**src/rtl/cdq_pkg.sv**
```systemverilog
// Package for the circular deque core.
// Holds the default sizes, the request and status codes and the memory control struct.
// No dependencies.
package cdq_pkg;

  localparam int unsigned DepthDefault     = 16;
  localparam int unsigned DataWidthDefault = 32;

  typedef enum logic [2:0] {
    REQ_PUSH_FRONT = 3'd0,
    REQ_PUSH_REAR  = 3'd1,
    REQ_POP_FRONT  = 3'd2,
    REQ_POP_REAR   = 3'd3,
    REQ_SET_FRONT  = 3'd4,
    REQ_SET_REAR   = 3'd5,
    REQ_PEEK_FRONT = 3'd6,
    REQ_PEEK_REAR  = 3'd7
  } req_e;

  typedef enum logic [1:0] {
    ST_DONE  = 2'd0,
    ST_FULL  = 2'd1,
    ST_EMPTY = 2'd2
  } status_e;

  typedef struct packed {
    logic we;
    logic re;
  } mem_ctl_t;

endpackage

```
**src/rtl/cdq_req_if.sv**
```systemverilog
// Request channel interface of the circular deque core.
// Depends on cdq_pkg for the request code type.
interface cdq_req_if #(
  parameter int unsigned DATA_WIDTH = cdq_pkg::DataWidthDefault
);
  logic                         valid;
  logic                         ready;
  cdq_pkg::req_e                req_type;
  logic signed [DATA_WIDTH-1:0] entry_value;

  modport source (output valid, output req_type, output entry_value, input ready);
  modport sink   (input valid, input req_type, input entry_value, output ready);
endinterface

```
**src/rtl/cdq_rsp_if.sv**
```systemverilog
// Response channel interface of the circular deque core.
// Depends on cdq_pkg for the status code type.
interface cdq_rsp_if #(
  parameter int unsigned DATA_WIDTH = cdq_pkg::DataWidthDefault,
  parameter int unsigned CNT_WIDTH  = $clog2(cdq_pkg::DepthDefault + 1)
);
  logic                         valid;
  logic                         ready;
  logic signed [DATA_WIDTH-1:0] read_value;
  cdq_pkg::status_e             status;
  logic [CNT_WIDTH-1:0]         fill_count;

  modport source (output valid, output read_value, output status, output fill_count,
                  input ready);
  modport sink   (input valid, input read_value, input status, input fill_count,
                  output ready);
endinterface

```
**src/rtl/cdq_ram.sv**
```systemverilog
// Generic single-port synchronous RAM with registered read data.
// Read data holds its value while no read is issued. No dependencies.
module cdq_ram #(
  parameter int unsigned WIDTH = 32,
  parameter int unsigned DEPTH = 16,
  localparam int unsigned AddrW = (DEPTH > 1) ? $clog2(DEPTH) : 1
) (
  input  logic             clk_i,
  input  logic             we_i,
  input  logic             re_i,
  input  logic [AddrW-1:0] addr_i,
  input  logic [WIDTH-1:0] wdata_i,
  output logic [WIDTH-1:0] rdata_o
);

  logic [WIDTH-1:0] mem_q [DEPTH];

  always_ff @(posedge clk_i) begin
    if (we_i) begin
      mem_q[addr_i] <= wdata_i;
    end
    if (re_i) begin
      rdata_o <= mem_q[addr_i];
    end
  end

endmodule

```
**src/rtl/cdq_ctrl.sv**
```systemverilog
// Front/rear index, entry count and response register control of the circular deque.
// Depends on cdq_pkg; drives the entry RAM through a mem_ctl_t, address and write data.
module cdq_ctrl #(
  parameter int unsigned DEPTH      = cdq_pkg::DepthDefault,
  parameter int unsigned DATA_WIDTH = cdq_pkg::DataWidthDefault,
  localparam int unsigned IdxW = $clog2(DEPTH),
  localparam int unsigned CntW = $clog2(DEPTH + 1)
) (
  input  logic                  clk_i,
  input  logic                  rst_ni,
  input  logic                  req_valid_i,
  input  cdq_pkg::req_e         req_type_i,
  input  logic [DATA_WIDTH-1:0] entry_value_i,
  output logic                  req_ready_o,
  input  logic                  rsp_ready_i,
  output logic                  rsp_valid_o,
  output cdq_pkg::status_e      status_o,
  output logic [CntW-1:0]       fill_count_o,
  output logic                  rd_sel_o,
  output cdq_pkg::mem_ctl_t     mem_o,
  output logic [IdxW-1:0]       mem_addr_o,
  output logic [DATA_WIDTH-1:0] mem_wdata_o
);

  localparam logic [IdxW-1:0] IdxLast = IdxW'(DEPTH - 1);
  localparam logic [CntW-1:0] CntFull = CntW'(DEPTH);

  logic [IdxW-1:0]  head_q, head_d, tail_q, tail_d;
  logic [CntW-1:0]  count_q, count_d;
  logic             rsp_valid_q, rsp_valid_d;
  logic             rd_sel_q, rd_sel_d;
  cdq_pkg::status_e status_q, status_d;
  logic             accept;
  logic             is_full, is_empty;
  logic [IdxW-1:0]  head_prev, head_next, tail_prev, tail_next;

  assign req_ready_o  = !rsp_valid_q || rsp_ready_i;
  assign accept       = req_valid_i && req_ready_o;
  assign is_full      = (count_q == CntFull);
  assign is_empty     = (count_q == '0);
  assign head_prev    = (head_q == '0) ? IdxLast : head_q - 1'b1;
  assign head_next    = (head_q == IdxLast) ? '0 : head_q + 1'b1;
  assign tail_prev    = (tail_q == '0) ? IdxLast : tail_q - 1'b1;
  assign tail_next    = (tail_q == IdxLast) ? '0 : tail_q + 1'b1;
  assign mem_wdata_o  = entry_value_i;

  always_comb begin
    head_d      = head_q;
    tail_d      = tail_q;
    count_d     = count_q;
    status_d    = status_q;
    rd_sel_d    = rd_sel_q;
    rsp_valid_d = rsp_valid_q && !rsp_ready_i;
    mem_o       = '0;
    mem_addr_o  = head_q;
    if (accept) begin
      rsp_valid_d = 1'b1;
      status_d    = cdq_pkg::ST_DONE;
      rd_sel_d    = 1'b0;
      unique case (req_type_i)
        cdq_pkg::REQ_PUSH_FRONT: begin
          if (is_full) begin
            status_d = cdq_pkg::ST_FULL;
          end else begin
            mem_o.we = 1'b1;
            count_d  = count_q + 1'b1;
            if (is_empty) begin
              tail_d     = head_q;
              mem_addr_o = head_q;
            end else begin
              head_d     = head_prev;
              mem_addr_o = head_prev;
            end
          end
        end
        cdq_pkg::REQ_PUSH_REAR: begin
          if (is_full) begin
            status_d = cdq_pkg::ST_FULL;
          end else begin
            mem_o.we = 1'b1;
            count_d  = count_q + 1'b1;
            if (is_empty) begin
              head_d     = tail_q;
              mem_addr_o = tail_q;
            end else begin
              tail_d     = tail_next;
              mem_addr_o = tail_next;
            end
          end
        end
        cdq_pkg::REQ_POP_FRONT, cdq_pkg::REQ_POP_REAR: begin
          if (is_empty) begin
            status_d = cdq_pkg::ST_EMPTY;
          end else begin
            mem_o.re = 1'b1;
            rd_sel_d = 1'b1;
            count_d  = count_q - 1'b1;
            if (req_type_i == cdq_pkg::REQ_POP_FRONT) begin
              mem_addr_o = head_q;
              if (count_q > CntW'(1)) head_d = head_next;
            end else begin
              mem_addr_o = tail_q;
              if (count_q > CntW'(1)) tail_d = tail_prev;
            end
          end
        end
        cdq_pkg::REQ_SET_FRONT, cdq_pkg::REQ_SET_REAR: begin
          if (is_empty) begin
            status_d = cdq_pkg::ST_EMPTY;
          end else begin
            mem_o.we   = 1'b1;
            mem_addr_o = (req_type_i == cdq_pkg::REQ_SET_FRONT) ? head_q : tail_q;
          end
        end
        cdq_pkg::REQ_PEEK_FRONT, cdq_pkg::REQ_PEEK_REAR: begin
          if (is_empty) begin
            status_d = cdq_pkg::ST_EMPTY;
          end else begin
            mem_o.re   = 1'b1;
            rd_sel_d   = 1'b1;
            mem_addr_o = (req_type_i == cdq_pkg::REQ_PEEK_FRONT) ? head_q : tail_q;
          end
        end
      endcase
    end
  end

  always_ff @(posedge clk_i or negedge rst_ni) begin
    if (!rst_ni) begin
      head_q      <= '0;
      tail_q      <= '0;
      count_q     <= '0;
      rsp_valid_q <= 1'b0;
      rd_sel_q    <= 1'b0;
      status_q    <= cdq_pkg::ST_DONE;
    end else begin
      head_q      <= head_d;
      tail_q      <= tail_d;
      count_q     <= count_d;
      rsp_valid_q <= rsp_valid_d;
      rd_sel_q    <= rd_sel_d;
      status_q    <= status_d;
    end
  end

  assign rsp_valid_o  = rsp_valid_q;
  assign status_o     = status_q;
  assign fill_count_o = count_q;
  assign rd_sel_o     = rd_sel_q;

  a_count_bound: assert property (@(posedge clk_i) disable iff (!rst_ni)
    count_q <= CntFull)
    else $error("entry count above depth");

  a_mem_one_op: assert property (@(posedge clk_i) disable iff (!rst_ni)
    !(mem_o.we && mem_o.re))
    else $error("read and write issued together");

  a_read_nonempty: assert property (@(posedge clk_i) disable iff (!rst_ni)
    mem_o.re |-> !is_empty)
    else $error("read issued on empty deque");

  a_reject_holds: assert property (@(posedge clk_i) disable iff (!rst_ni)
    (accept && status_d != cdq_pkg::ST_DONE) |=>
      (count_q == $past(count_q) && head_q == $past(head_q) && tail_q == $past(tail_q)))
    else $error("rejected request changed state");

  a_rd_sel_status: assert property (@(posedge clk_i) disable iff (!rst_ni)
    (rsp_valid_q && rd_sel_q) |-> status_q == cdq_pkg::ST_DONE)
    else $error("read data selected on rejected request");

endmodule

```
**src/rtl/circular_deque_core.sv**
```systemverilog
// Circular deque core: top level joining the index/count control and the entry RAM.
// Depends on cdq_pkg, cdq_req_if, cdq_rsp_if, cdq_ctrl and cdq_ram.
//
// A double-ended queue of DEPTH entries held in one single-port synchronous RAM. Each
// request (push, pop, overwrite or peek at either end) yields exactly one response in the
// cycle after it is accepted, carrying the value read (zero if none), a status (done, full
// or empty) and the entry count after the request. One request is taken every clock cycle;
// the single output register stalls intake only while its response waits to be taken.
// The RAM's read data is registered like the response; a write in one cycle is seen by a
// read in the next, so no forwarding is needed.
module circular_deque_core #(
  parameter int unsigned DEPTH      = cdq_pkg::DepthDefault,
  parameter int unsigned DATA_WIDTH = cdq_pkg::DataWidthDefault
) (
  input  logic      clk_i,
  input  logic      rst_ni,
  cdq_req_if.sink   req_i,
  cdq_rsp_if.source rsp_o
);

  localparam int unsigned IdxW = $clog2(DEPTH);
  localparam int unsigned CntW = $clog2(DEPTH + 1);

  cdq_pkg::mem_ctl_t     mem_ctl;
  logic [IdxW-1:0]       mem_addr;
  logic [DATA_WIDTH-1:0] mem_wdata, mem_rdata;
  logic                  rd_sel;
  logic [CntW-1:0]       fill_count;

  cdq_ctrl #(
    .DEPTH      (DEPTH),
    .DATA_WIDTH (DATA_WIDTH)
  ) u_ctrl (
    .clk_i         (clk_i),
    .rst_ni        (rst_ni),
    .req_valid_i   (req_i.valid),
    .req_type_i    (req_i.req_type),
    .entry_value_i (req_i.entry_value),
    .req_ready_o   (req_i.ready),
    .rsp_ready_i   (rsp_o.ready),
    .rsp_valid_o   (rsp_o.valid),
    .status_o      (rsp_o.status),
    .fill_count_o  (fill_count),
    .rd_sel_o      (rd_sel),
    .mem_o         (mem_ctl),
    .mem_addr_o    (mem_addr),
    .mem_wdata_o   (mem_wdata)
  );

  cdq_ram #(
    .WIDTH (DATA_WIDTH),
    .DEPTH (DEPTH)
  ) u_ram (
    .clk_i   (clk_i),
    .we_i    (mem_ctl.we),
    .re_i    (mem_ctl.re),
    .addr_i  (mem_addr),
    .wdata_i (mem_wdata),
    .rdata_o (mem_rdata)
  );

  assign rsp_o.read_value = rd_sel ? mem_rdata : '0;
  assign rsp_o.fill_count = fill_count;

endmodule

```
**src/flat_wrapper.sv**
```systemverilog
// flat-port wrapper written by rule: the top's interface ports become plain ports
module circular_deque_core_flat 
#(
  parameter int unsigned DEPTH      = cdq_pkg::DepthDefault,
  parameter int unsigned DATA_WIDTH = cdq_pkg::DataWidthDefault
)
  (clk_i, rst_ni, req_i_valid, req_i_req_type, req_i_entry_value, req_i_ready, rsp_o_valid, rsp_o_read_value, rsp_o_status, rsp_o_fill_count, rsp_o_ready);
  cdq_req_if #(.DATA_WIDTH(DATA_WIDTH)) req_i_i ();
  cdq_rsp_if #(.DATA_WIDTH(DATA_WIDTH), .CNT_WIDTH(($clog2(DEPTH + 1)))) rsp_o_i ();
  input  logic clk_i;
  input  logic rst_ni;
  input wire logic [$bits(req_i_i.valid)-1:0] req_i_valid;
  input wire logic [$bits(req_i_i.req_type)-1:0] req_i_req_type;
  input wire logic [$bits(req_i_i.entry_value)-1:0] req_i_entry_value;
  output wire logic [$bits(req_i_i.ready)-1:0] req_i_ready;
  output wire logic [$bits(rsp_o_i.valid)-1:0] rsp_o_valid;
  output wire logic [$bits(rsp_o_i.read_value)-1:0] rsp_o_read_value;
  output wire logic [$bits(rsp_o_i.status)-1:0] rsp_o_status;
  output wire logic [$bits(rsp_o_i.fill_count)-1:0] rsp_o_fill_count;
  input wire logic [$bits(rsp_o_i.ready)-1:0] rsp_o_ready;
  assign req_i_i.valid = req_i_valid;
  assign req_i_i.req_type = req_i_req_type;
  assign req_i_i.entry_value = req_i_entry_value;
  assign req_i_ready = req_i_i.ready;
  assign rsp_o_valid = rsp_o_i.valid;
  assign rsp_o_read_value = rsp_o_i.read_value;
  assign rsp_o_status = rsp_o_i.status;
  assign rsp_o_fill_count = rsp_o_i.fill_count;
  assign rsp_o_i.ready = rsp_o_ready;
  circular_deque_core #(.DEPTH(DEPTH), .DATA_WIDTH(DATA_WIDTH)) u_core (.clk_i(clk_i), .rst_ni(rst_ni), .req_i(req_i_i), .rsp_o(rsp_o_i));
endmodule
```
**config.mk**
```make
export PLATFORM = sky130hd
export DESIGN_NAME = circular_deque_core_flat
export DESIGN_NICKNAME = d
export VERILOG_FILES = /design/src/rtl/cdq_pkg.sv /design/src/rtl/cdq_req_if.sv /design/src/rtl/cdq_rsp_if.sv /design/src/rtl/cdq_ram.sv /design/src/rtl/cdq_ctrl.sv /design/src/rtl/circular_deque_core.sv /design/src/flat_wrapper.sv
export SDC_FILE = /design/constraint.sdc
export NUM_CORES = 1
export LEC_CHECK = 0
export BUFFER_PORTS_ARGS = -buffer_cell sky130_fd_sc_hd__buf_2
export CAP_MARGIN = 20
export CORE_ASPECT_RATIO = 2
export CORE_MARGIN = 4
export CORE_UTILIZATION = 25
export CTS_BUF_LIST = sky130_fd_sc_hd__clkbuf_4 sky130_fd_sc_hd__clkbuf_8 sky130_fd_sc_hd__clkbuf_16
export CTS_CLUSTER_DIAMETER = 120
export DETAILED_ROUTE_END_ITERATION = 10
export PLACE_DENSITY_LB_ADDON = 0.05
export SLEW_MARGIN = 10
export SYNTH_ARGS = -nofsm -noshare
export SYNTH_HDL_FRONTEND = slang
export SYNTH_HIERARCHICAL = 1
export SYNTH_SLANG_ARGS = --single-unit
```
**constraint.sdc**
```tcl
create_clock -name clk_i -period 5.13 [get_ports clk_i]
set_input_delay 0.2565 -clock clk_i [delete_from_list [all_inputs] [get_ports clk_i]]
set_output_delay 0.2565 -clock clk_i [all_outputs]
set_load 0.01 [all_outputs]
```
Yosys cells after proc, flatten, opt, wreduce, memory -nomap -nowiden
Memories as Yosys holds them, arrays and structs flattened. A register that Yosys moved wholly into a read port is not among the register bits.
Cells that the tools add are included.
Widths: inputs -> output; s select.
{"block": "totals", "input_bits": 39, "output_inout_bits": 41, "ram_bits": 512, "regBits": 17, "memories": 1}
{"memory": "u_core.u_ram.mem_q", "depth": 16, "word_bits": 32, "read_ports": 1, "rd_ports_with_merged_regs": 1, "wr": 1, "line_no": "cdq_ram.sv:16", "text": "logic [WIDTH-1:0] mem_q [DEPTH];"}
{"block": "classes", "muxes": 44, "n_reduce_logical": 20, "n_addsub": 6, "n_eq_ne": 19, "order_cmp": 1}
{"cell": "$mux 4", "count": 26}
{"cell": "$mux 32", "count": 1}
{"cell": "$pmux 4 s3", "count": 2}
{"cell": "$pmux 4 s5", "count": 1}
{"cell": "$ne 2x2->1 const B", "count": 9}
{"cell": "$eq 3x3->1 const B", "count": 4}
{"cell": "$mux 5", "count": 2}
{"cell": "$pmux 5 s2", "count": 1}
{"cell": "$add 4x1->4 const B", "count": 2}
{"cell": "$eq 4x4->1 const B", "count": 2}
{"cell": "$logic_not 4->1", "count": 2}
{"cell": "$reduce_and 8->1", "count": 1}
{"cell": "$reduce_or 2->1", "count": 4}
{"cell": "$sub 4x1->4 const B", "count": 2}
{"cell": "$mux 1", "count": 7}
{"cell": "$reduce_and 7->1", "count": 1}
{"cell": "$eq 3x2->1 const B", "count": 2}
{"cell": "$reduce_or 6->1", "count": 1}
{"cell": "$add 5x1->5 const B", "count": 1}
{"cell": "$eq 5x5->1 const B", "count": 1}
{"cell": "$gt 5x1->1 const B", "count": 1}
{"cell": "$logic_not 5->1", "count": 1}
{"cell": "$sub 5x1->5 const B", "count": 1}
{"cell": "$mux 2", "count": 2}
{"cell": "11 further kinds", "count": 13}

Depth between registers and ports, before layout
{"block": "depth", "ltp_word": 6, "mapped_depth": 14, "ltp_nobuf": 10}

Cells and area by module
Netlist, hierarchy kept.
{"mod": "cdq_ram", "instances": 1, "area_per_inst_um2": 20183.1, "cells_each": 840}
{"mod": "cdq_ctrl", "instances": 1, "area_per_inst_um2": 1901.8, "cells_each": 241}
{"mod": "circular_deque_core", "instances": 1, "area_per_inst_um2": 255.2, "cells_each": 35}

Worst setup path after synthesis
OpenSTA, ideal clock, no wires.
{"block": "synth_timing", "kind": "register to register", "start": "reg u_core.u_ctrl.count_q[0], in the netlist u_core/u_ctrl/fill_count_o[0]", "end": "mem u_core.u_ram.mem_q[0][0], enable pin", "slack_ns": -0.133, "path_stages_with_launch": 11, "arrival_ns": 4.802, "setup_time_ns": 0.461, "period_less_slack_ns": 5.263, "cell_sequence": "dfrtp_1 -> inv_1 -> ha_1 -> or3b_2 -> buf_2 -> and3_1 -> a211oi_1 -> o211a_1 -> o21ai_0 -> or3b_2 -> nor3_1"}
{"block": "synth_between", "elab_cells_between_ends": 17, "classes_between": "eq/ne (1); mux (15); reduce/logical (1)"}
{"item": "start, declared", "line_no": "cdq_ctrl.sv:29", "text": "logic [CntW-1:0] count_q, count_d;"}
{"item": "start signal, assigned", "line_no": "cdq_ctrl.sv:139", "text": "count_q <= count_d;"}
{"item": "$logic_not 5->1", "line_no": "cdq_ctrl.sv:40", "text": "assign is_empty = (count_q == '0);"}
{"item": "$mux 4, on equally long branches"}
{"item": "$mux 4, on equally long branches", "line_no": "cdq_ctrl.sv:77, cdq_ctrl.sv:62"}
{"item": "$pmux 4 s5 *", "line_no": "cdq_ctrl.sv:60", "text": "unique case (req_type_i)"}
{"item": "$mux 4 *", "line_no": "cdq_ctrl.sv:56", "text": "if (accept) begin"}
{"item": "via u_core.mem_addr[2]", "line_no": "circular_deque_core.sv:25", "text": "logic [IdxW-1:0] mem_addr;"}
{"item": "end, declared", "line_no": "cdq_ram.sv:16"}
The timed path passes the listed nets; every way through them passes the cells marked *.

Worst setup path after layout
{"block": "layout_timing", "start": "reg u_core.u_ctrl.count_q[0], in the netlist u_core/u_ctrl/fill_count_o[0]", "end": "mem u_core.u_ram.mem_q[6][30], enable pin"}
The elaborated chain is that of the path after synthesis.

==> metrics <==
number of remaining DRC errors=0; R2R Setup Slk=0.63 ns; Post-Syn Nets=1163; Unique masters post-synth=60; initial antenna violation count=2; CP delay by family, top=simple AND/OR/NAND/NOR gates; initial core utilization=25.26%; Syn Area/Cell=20.02 sq um; Final Hold Viols=0; largest net degree at the start of global routing=34; Post-synth EDFFs=544; largest stage delay on the critical path=0.84 ns; arrival time of the worst setup path=4.82 ns; nets@finish=1287; final slew viol count=0; global-route wire length before repair=94.18 mm; total congestion overflow=0; max-cap check violation count=0; post-route minimum period=4.500 ns; Area Growth Syn to Fin=19.28%; ys async rst share=3.030%; root buffer cell=clkbuf_16; crit path cell chain=inv_1 > ha_1 > nor3b_1 > buf_4 > o211ai_1 > o21ai_0 > a22o_1 > o22ai_4 > buf_12 > nand2b_1 > nor2_4 > buf_12; Critical Path Fanout Max=21; synthesis-stage register bit count=561; most common cell after layout, fill and taps aside=edfxtp_1; Required @ worst endpoint=5.45 ns; CP dominant cell by count=buf_12; setup TNS=0 ns; Skew-Pair Late Insertion Delay=0.63 ns; min-delay worst type=in -> reg; Worst Hold Path Cells=1; Seq/Total Area, Yosys=75.03%; Clock Tree Buf Depth=3; Top FF cell, synth=edfxtp_1; worst slew pin tran=0.9636 ns; layout cells sized above 1=33.02%; Setup Skew=0.02337 ns; Reg-to-Reg Start=u_core/u_ctrl/fill_count_o[0]; outcome=complete, no violations; leakage=8.495 nW; Antenna Violating Nets Remaining=0; WHS Endpoint=u_core/u_ram/mem_q[10][28]; Clock Pin Slew Worst Setup and Hold Paths=0.07 ns; Num CTS Buffers=55; H-tree depth=2; 1st-pass router iterations=6; vias=11280; Fillers=8614; Crit-path slowest cell=nor2_4; kind of critical path=reg -> reg; Die X=219.4 microns; area of the die=94500 sq um; GRT Util Overall=14.01%; commonest non-fill, non-tap cells in the layout=544 x edfxtp_1, 128 x mux4_2, 79 x buf_2, 66 x a22oi_1, 55 x clkbuf_16; RSZ-0062 raised after global routing=no; vias per inst=4.593; power per standard cell area=513.7 nW/um^2; CTS tree=built; Ports=80; R2R cell count=12; Num Clock Sinks=561; # setup viols final=0; total power=13.69 mW; row count=154; Post-DP HPWL=40.07 mm; CP startpoint kind=flip-flop; Max-slew headroom=35.61%; Max Clock Freq=222.2 MHz; vias in the first global route=12290; hold_sp=req_i_entry_value[28]; maximum vdd drop=0.2370 mV; RD Place Congestion=0.7403; # resized after CTS=0; Bufs and invs on worst path=4; DRT iter0 DRCs=726; WL/cell=26.93 microns; Syn Inst Count=1116; Mapped Area=22340 sq um; CP Capture Type=flip-flop; worst flop-to-flop path endpoint=u_core/u_ram/mem_q[6][30]; Die Y=430.8 microns; Final period util=87.72%; Post-Route WL=66.13 mm; Buffers on Ports=79; Synth warnings=6; core area=88440 sq um
cells in the mapped netlist (6+ instances only):
cell	n	area share, %
nand2_1	49	0.82
and2_2	32	1.1
buf_4	33	1.1
a22oi_1	66	2.2
nor2_1	28	0.47
inv_1	11	0.18
buf_2	13	0.29
dfrtp_1	17	1.9
mux4_2	128	13
ha_1	8	0.45
edfxtp_1	544	73
a21oi_1	13	0.29
buf_6	7	0.35
o21ai_0	18	0.40
clkbuf_1	40	0.67
nor3_1	6	0.13
stage by stage:
| stage | worst slack (ns) | instances | instance area [sq um] | hold slack (ns) | util (%) |
|---|---|---|---|---|---|
| after floorplan | 0.07596 | 1116 | 22350 | -0.03909 | - |
| after global placement | 0.5477 | 2332 | 24520 | 0.2502 | 27.72 |
| after detailed placement | 0.5455 | 2332 | 24520 | 0.2544 | 27.72 |
| after CTS | 0.5294 | 2454 | 26640 | 0.001483 | 30.12 |
| after global routing | 0.3160 | 2454 | 26640 | 0.01847 | 30.12 |
| final | 0.6300 | 2456 | 26650 | 0.03395 | 30.13 |
metal layers:
metal  part of all wire (%)  vias to the layer above  global-route usage (%)
met5                      0                        -                       0
met4                    2.0                        0                   3.380
met3                    3.2                       77                   1.791
met2                     56                      249                   26.76
met1                     39                     6147                   16.42
li1                       -                     4807                       -
state kept, by name, summed over array words and instances, names as in the netlist:
| signal | count |
|---|---|
| u_core/u_ram/mem_q | 512 |
| u_core/u_ram/rdata_o | 32 |
| u_core/u_ctrl/fill_count_o | 5 |
| u_core/u_ctrl/head_q | 4 |
| u_core/u_ctrl/tail_q | 4 |
| u_core/u_ctrl/status_o | 2 |
| u_core/u_ctrl/rd_sel_o | 1 |
| u_core/u_ctrl/rsp_valid_o | 1 |
power breakdown:
part           internal [mW]  switching, mW
Sequential              5.36          0.202
Combinational           1.65           2.14
Clock                   2.54           1.80
worst max path at each step:
stage	startpoint	to	slack (ns)	cells past startpoint
3_5_place_dp	u_core/u_ctrl/fill_count_o[0]	u_core/u_ram/mem_q[6][29]	0.55	12
6_report	u_core/u_ctrl/fill_count_o[0]	u_core/u_ram/mem_q[6][30]	0.63	12
5_1_grt	u_core/u_ctrl/fill_count_o[0]	u_core/u_ram/mem_q[6][30]	0.32	12
4_1_cts	u_core/u_ctrl/fill_count_o[0]	u_core/u_ram/mem_q[6][29]	0.53	12
2_1_floorplan	u_core/u_ctrl/fill_count_o[0]	u_core/u_ram/mem_q[12][0]	0.08	10
3_3_place_gp	u_core/u_ctrl/fill_count_o[0]	u_core/u_ram/mem_q[6][29]	0.55	12
logic make-up (layout without fill, tap and decap cells):
kind of cell | after synthesis | count (layout) | share of synthesized area [%]
xor gates and xnor gates | 10 | 10 | 0.3920
other | 0 | 2 | 0
adders and majority gates | 8 | 8 | 0.4481
buffers and inverters | 108 | 276 | 2.694
AOI/OAI and AO/OA | 144 | 144 | 4.671
and+or+nand+nor | 155 | 155 | 3.769
muxes | 130 | 130 | 13.00
DFF | 561 | 561 | 75.03
area by class of cell:
cell class | count | area, sq um | share of cell area [%]
diodes | 2 | 5.005 | 0.01878
inverters | 11 | 41.29 | 0.1550
multi-input cells | 447 | 5147 | 19.32
clock inverters | 34 | 449.2 | 1.686
repair buffers | 164 | 1311 | 4.921
clock buffers | 67 | 1466 | 5.503
well taps | 1170 | 1464 | 5.494
flip-flops and latches | 561 | 16760 | 62.91
timing repair:
item | in CTS | in global routing
hold buffers | 21 | 0
endpoints found under the hold margin | 247 | 0
setup buffers | 0 | 0
No activity file was read; power rests on OpenSTA's default activity.
